`src/sait_ram.sv`:
```
module sait_ram #(
    parameter int DW = 8,
    parameter int AW = 4
) (
    input  logic          clk,
    input  logic          we,
    input  logic [AW-1:0] waddr,
    input  logic [DW-1:0] wdata,
    input  logic [AW-1:0] raddr,
    output logic [DW-1:0] rdata
);

    logic [DW-1:0] mem [2**AW];

    always_ff @(posedge clk)
    begin
        if (we)
        begin
            mem[waddr] <= wdata;
        end
        rdata <= mem[raddr];
    end

endmodule

```
`config.mk`:
```
export PLATFORM = sky130hd
export DESIGN_NAME = sait_ram
export DESIGN_NICKNAME = d
export VERILOG_FILES = /design/src/sait_ram.sv
export SDC_FILE = /design/constraint.sdc
export NUM_CORES = 1
export LEC_CHECK = 0
export BUFFER_PORTS_ARGS = -buffer_cell sky130_fd_sc_hd__buf_4
export CORE_AREA = 4 4 93 117
export DETAILED_ROUTE_END_ITERATION = 8
export DIE_AREA = 0 0 97 121
export PLACE_DENSITY_LB_ADDON = 0.05
export SLEW_MARGIN = 20
export SYNTH_ARGS = -nofsm -noshare
export SYNTH_HDL_FRONTEND = slang
export SYNTH_SLANG_ARGS = --single-unit
export TNS_END_PERCENT = 10
```
`constraint.sdc`:
```
create_clock -name clk -period 1.9 [get_ports clk]
set_clock_uncertainty 0.1 [all_clocks]
set_input_delay 0.285 -clock clk [delete_from_list [all_inputs] [get_ports clk]]
set_output_delay 0.285 -clock clk [all_outputs]
set_load 0.03 [all_outputs]
```
# Yosys cells after proc, flatten, opt, wreduce, memory -nomap -nowiden

Memories as Yosys holds them, arrays and structs flattened. A register that Yosys moved wholly into a read port is not among the register bits.
Index checks and enable logic that the tools add are counted.

ROM bits: 0
Memory bits (writable): 128
Logic and storage cells: 3
Register bits after elaboration: 0
Bits of input ports: 18
Latch bits: 0
Memories: 1
Output and inout port bits: 8

Shift-type cells: 0
Magnitude comparators: 0
Equal/unequal tests: 0
Add/subtract/negate cells: 0
$mul: 0
Bitwise gates (word level): 0
Reduce and logical (&&, ||, !) cells: 0
Multiplexer cells: 2
Div/mod/pow operators: 0

Memory list:

| name | words | width | rd ports | clocked after Yosys merged registers in | wr ports | line | RTL |
|---|---|---|---|---|---|---|---|
| mem  | 16    | 8     | 1        | 1                                       | 1        | 13   | `logic [DW-1:0] mem [2**AW];` |

Operators with widths:

| kind    | count |
|---|---|
| $mux W1 | 2 |

# Logic depth before layout (Yosys ltp)

Gate-level depths: netlist of the first run.

Depth in word-level cells: 2
Depth in mapped cells: 5
Gate-level depth less buffers: 3

# Least setup slack after synthesis of the first run

Ideal clock, no wire load.

Kind: input -> register
From: in waddr[2]
To: mem mem[0][0], enable pin
Buffers on the path: 0
Arrival time: 1.395 ns
Required time: 1.417 ns
Library setup time: 0.383 ns
Cell stages on the path: 2
Path slack: 0.022 ns
Cell sequence: or3b_2 nor3_1

RTL lines:

| element         | line | RTL |
|---|---|---|
| start, declared | 7    | `input logic [AW-1:0] waddr,` |
| end, declared   | 13   |  |

Straight into the memory's write port.

==> results of run 1 <==
-- critical path, cell delays in order, from the launching register on --
cell	delay, ps
edfxtp_1	360
mux4_1	500
a22oi_1	270
nand2_1	80
-- placed cells by master, fill, tap and decap left out --
cell	count
a22oi_1	16
and2_1	1
and2b_1	1
buf_12	3
buf_4	47
bufinv_16	7
clkbuf_16	17
clkbuf_8	1
clkinv_1	2
clkinv_2	2
clkinv_4	1
clkinvlp_4	2
dfxtp_1	8
edfxtp_1	128
mux4_1	14
mux4_2	18
nand2_1	9
nand2b_1	2
nand3_1	1
nand3b_1	2
nor2_1	13
nor2b_1	1
nor3_1	4
or3b_2	1
-- routing by layer --
layer | global-route usage (%) | vias to the layer above | routed length (um)
li1 | - | 1094 | -
met1 | 22.8 | 1247 | 4090
met2 | 28.8 | 49 | 4800
met3 | 5.41 | 11 | 361
met4 | 6.15 | 0 | 124
met5 | 0 | - | 0
-- layout make-up --
type                       instances  area (um^2)  share of cell area [%]
timing repair buffer              50          413                    6.53
multi-input combinational         83         1060                    16.7
sequential                       136         4000                    63.3
tap                              129          161                    2.55
clock inverter                    14          251                    3.98
clock buffer                      18          439                    6.94
-- where the power goes --
part	total, uW	switching [uW]	internal, uW	leakage (uW)
Sequential	3370	19.5	3360	0.00122
Combinational	375	208	167	0.000636
Clock	3760	1150	2610	0.000331
-- worst min-delay path by stage --
stage	from	to	depth (start not counted)
6_report	wdata[0]	mem[5][0]	1
5_1_grt	wdata[6]	mem[7][6]	1
4_1_cts	wdata[0]	mem[5][0]	1
3_5_place_dp	wdata[0]	mem[5][0]	1
3_3_place_gp	wdata[3]	mem[4][3]	1
2_1_floorplan	wdata[0]	mem[0][0]	0
-- metrics by stage --
step	setup WS (ps)	hold slack [ps]
finish	473	75.7
global route	421	80.9
CTS	481	57.4
detailed placement	134	493
global placement	140	488
floorplan	22.1	284
-- logic make-up (layout without fill, tap and decap cells) --
group	count (synthesis)	in the layout	share of synthesized area, %
DFF	136	136	77.8
AOI/OAI and AO/OA	16	16	2.33
and+or+nand+nor	35	35	3.18
buffers and inverters	10	82	1.68
muxes	32	32	15.0
-- flip-flops by register name, summed over array words and instances (netlist names) --
name,count
mem,128
rdata,8
==> reports/metrics.csv, run 1 <==
stage;metric;value;unit
power;ir_drop;695;uV
route;routed_wl;9370;um
global_routing;grt_usage;17.7;%
yosys;synth_common_cells;edfxtp_1 (128), mux4_2 (18), a22oi_1 (16), mux4_1 (14), nor2_1 (13);
clock_network;cts-htree-levels;4;
route;wl_per_cell;21.8;um
finish;final_nets;306;
critical_path;crit_arrival;1620;ps
place;postPlaceCellArea;5640;um^2
critical_path;r2r-start;mem[1][2];
clock_network;clkSinkCount;136;
finish;antennaDiodeCount;0;
route;num_vias;2401;
critical_path;reg2reg_setup_slack;470;ps
critical_path;r2r_cells;3;
clock_network;clk_path_buf_depth;2;
yosys;yosysUniqueCellTypes;19;
yosys;syn-num-nets;247;
sta;period_needed;1430;ps
yosys;syn_area_per_cell;22.5;um^2
critical_path;crit_path_start;mem[1][2];
sta;fin_tns_setup;0;ps
global_routing;grt_pass1_wl;14900;um
yosys;async_flop_share;0;%
route;ant_nets;0;
route;drc_errors;0;
sta;worst_pin_slew;407;ps
sta;hold_viol;0;
global_routing;grt_pass1_vias;2527;
sta;rsz0062_at_grt;false;
job;maxCapViolations;0;
finish;syn2layout_area_growth;22.9;%
clock_network;cts_tree;built;
yosys;ys_warn_count;0;
floorplanning;ios;26;
clock_network;clockRootBuffer;clkbuf_16;
critical_path;cp.required;2090;ps
yosys;synth_top_cell_by_area;edfxtp_1;
place;port_buffers;25;
worst_hold_path;hold_class;input pin to flip-flop;
critical_path;endpoint_kind;flip-flop;
yosys;yosysMostFrequentCell;edfxtp_1;
yosys;synth_edf_count;128;
power;p_leak;0.00219;uW
clock_network;cts_buffers;17;
finish;stdcell_area;6330;um^2
yosys;synth-seq-cells;136;
place;place_congestion;0.713;
sta;setup_viol;0;
clock_network;clk_latency;410;ps
clock_network;path_clk_slew;60;ps
floorplanning;start_util;52.0;%
yosys;synth_ff_type;edfxtp_1;
route;drt_iter0_drc;133;
power;p_total;7510;uW
floorplanning;coreArea;9900;um^2
sta;max_freq;701;MHz
global_routing;gr-total-overflow;0;
sta;post-route-period-util;75.1;%
sta;maxSlewHeadroom;72.9;%
finish;fill_cells;676;
route;via_per_inst;5.58;
critical_path;r2r-end;rdata[2];
place;dp_cells;398;
yosys;synth_area_leaders;edfxtp_1 (75%), mux4_2 (7.9%), mux4_1 (7.1%), dfxtp_1 (3.1%), a22oi_1 (2.3%);
global_routing;grt_max_degree;17;
yosys;synth.top_cell.area_share;74.7;%
floorplanning;die_h;121;um
floorplanning;fp.dieW;97;um
floorplanning;std_cell_rows;41;
global_routing;antenna_found_initial;0;
clock_network;cts_setup_buffers;0;
place;post-dp-hpwl;6380;um
finish;drive_gt1_share;32.9;%
route;first_pass_iters;4;
critical_path;crit_path_start_kind;flip-flop;
sta;slew_violations;0;
finish;fin_cells;430;
clock_network;hold_buffers;0;
yosys;synthCells;229;
run_status;status;finished, final reports clean;
floorplanning;fp.dieArea;11700;um^2
clock_network;cts_resized;0;
power;powerDensity;1190;nW/um^2
yosys;seq_area_frac_synth;77.8;%
critical_path;setup.worst_path.end;rdata[2];
finish;fin_util;63.9;%
yosys;syn-cell-area;5150;um^2
critical_path;path_class;flip-flop to flip-flop;
critical_path;worstPathMaxFanout;1;
(Power assumes the default switching activity.)
==> run 2: changes to the inputs <==
- CORE_AREA: 4 4 93 117 -> 4 4 92 116
- DIE_AREA: 0 0 97 121 -> 0 0 96 120
- clock period: 1.9 -> 1.4 ns (I/O delays scaled with it)
==> reports/metrics.csv, run 2 (synthesis results as in run 1) <==
stage;metric;value;unit;change
finish;top_regs;mem (128), rdata (8);;
power;p_leak;0.00220;uW;+0.45%
critical_path;crit_arrival;1580;ps;-40 ps
finish;largest_reg_flops;128;;unchanged
place;port_buffers;25;;unchanged
power;p_total;9410;uW;+25%
sta;setup_viol;0;;unchanged
sta;maxSlewHeadroom;40.2;%;-33 points
finish;regMostFlops;mem;;
sta;hold_viol;0;;unchanged
clock_network;cts_setup_buffers;0;;unchanged
critical_path;worstPathMaxFanout;1;;unchanged
sta;rsz0062_at_grt;true;;
place;dp_cells;405;;+1.8%
sta;post-route-period-util;98.6;%;+24 points
finish;drive_gt1_share;39.4;%;+6.5 points
clock_network;clk_path_buf_depth;2;;unchanged
critical_path;path_class;flip-flop to flip-flop;;
place;post-dp-hpwl;6670;um;+4.5%
route;wl_per_cell;22.2;um;+1.8%
route;num_vias;2488;;+3.6%
finish;mostFrequentLayoutCells;edfxtp_1 (128), buf_4 (55), mux4_2 (21);;
route;routed_wl;9780;um;+4.4%
floorplanning;ios;26;;unchanged
place;place_congestion;0.791;;+11%
clock_network;cts_buffers;17;;unchanged
floorplanning;start_util;53.8;%;+1.9 points
route;ant_nets;0;;unchanged
clock_network;clk_latency;410;ps;about the same
finish;antennaDiodeCount;0;;unchanged
finish;syn2layout_area_growth;24.3;%;
critical_path;cp.required;1600;ps;-490 ps
clock_network;cts-htree-levels;4;;unchanged
finish;layout_commonest_cell;edfxtp_1;;
route;via_per_inst;5.64;;+1.0%
clock_network;path_clk_slew;60;ps;about the same
power;ir_drop;1100;uV;+59%
route;drc_errors;0;;unchanged
finish;multiInputGateArea;1100;um^2;+4.3%
sta;fin_tns_setup;0;ps;unchanged
critical_path;crit_path_start_kind;flip-flop;;
sta;max_freq;724;MHz;+3.4%
route;drt_iter0_drc;118;;-11%
run_status;status;finished, final reports clean;;
power;powerDensity;1470;nW/um^2;+24%
floorplanning;fp.dieW;96;um;-1.0%
clock_network;clkSinkCount;136;;unchanged
finish;fill_cells;636;;-5.9%
finish;fin_cells;441;;+2.6%
sta;period_needed;1380;ps;-46.4 ps
finish;fin_util;66.9;%;+3.0 points
job;maxCapViolations;0;;unchanged
floorplanning;std_cell_rows;40;;-2.4%
floorplanning;fp.dieArea;11500;um^2;-1.8%
critical_path;reg2reg_setup_slack;20;ps;-450 ps
clock_network;clockRootBuffer;clkbuf_16;;
global_routing;grt_pass1_wl;15300;um;+2.7%
worst_hold_path;hold_class;input pin to flip-flop;;
global_routing;antenna_found_initial;0;;unchanged
clock_network;cts_tree;built;;
sta;worst_pin_slew;893;ps;+486 ps
global_routing;grt_max_degree;20;;+3
finish;final_nets;320;;+4.6%
route;first_pass_iters;4;;unchanged
global_routing;grt_pass1_vias;2621;;+3.7%
global_routing;gr-total-overflow;0;;unchanged
critical_path;endpoint_kind;flip-flop;;
floorplanning;die_h;120;um;-0.83%
floorplanning;coreArea;9560;um^2;-3.5%
finish;area.sequential;4000;um^2;unchanged
sta;slew_violations;0;;unchanged
global_routing;grt_usage;19.2;%;+1.5 points
run 2: power breakdown:
group / internal, uW / switching, uW
clock network: 2630 / 1640
logic: 261 / 303
registers: 4550 / 26.0
run 2: final timing paths:
path | to | startpoint | depth (start not counted)
worst min-delay path | mem[7][4] | wdata[4] | 1
worst max-delay path | rdata[2] | mem[1][2] | 3
worst min register to register | rdata[1] | mem[4][1] | 3
worst max register to register | rdata[2] | mem[1][2] | 3
run 2: repair_timing:
item | in CTS | in global routing
resized for setup | 6 | 3
hold buffers | 4 | 0
endpoints found under the setup margin | 5 | 8
pin swaps | 3 | 1
endpoints found under the hold margin | 53 | 0
run 2: worst max-delay path, cell delays in order, from the launching register on:
cell,delay [ps]
edfxtp_1,350
mux4_1,530
a22oi_2,220
nand2_1,70
run 2: stage by stage:
step	setup WS, ps	instance area (um^2)	hold slack (ps)
3_5_place_dp	-316	5760	418
4_1_cts	-1.18	6400	7.86
2_1_floorplan	-102	5170	209
3_3_place_gp	-283	5760	411
5_1_grt	-54.3	6400	11.4
6_report	19.0	6400	6.79
run 2: routing by layer:
layer	vias to the layer above	wire [um]	global-route usage, %
met3	10	371	5.83
met1	1304	4180	25.2
met5	-	0	0
met4	0	104	6.14
li1	1120	-	-
met2	54	5130	30.6
run 2: final cells by class:
class                      instances  area share (%)
clock buffer                      18            6.71
timing repair buffer              64            8.64
multi-input combinational         83            17.2
clock inverter                    14            2.37
tap                              126            2.46
sequential                       136            62.6
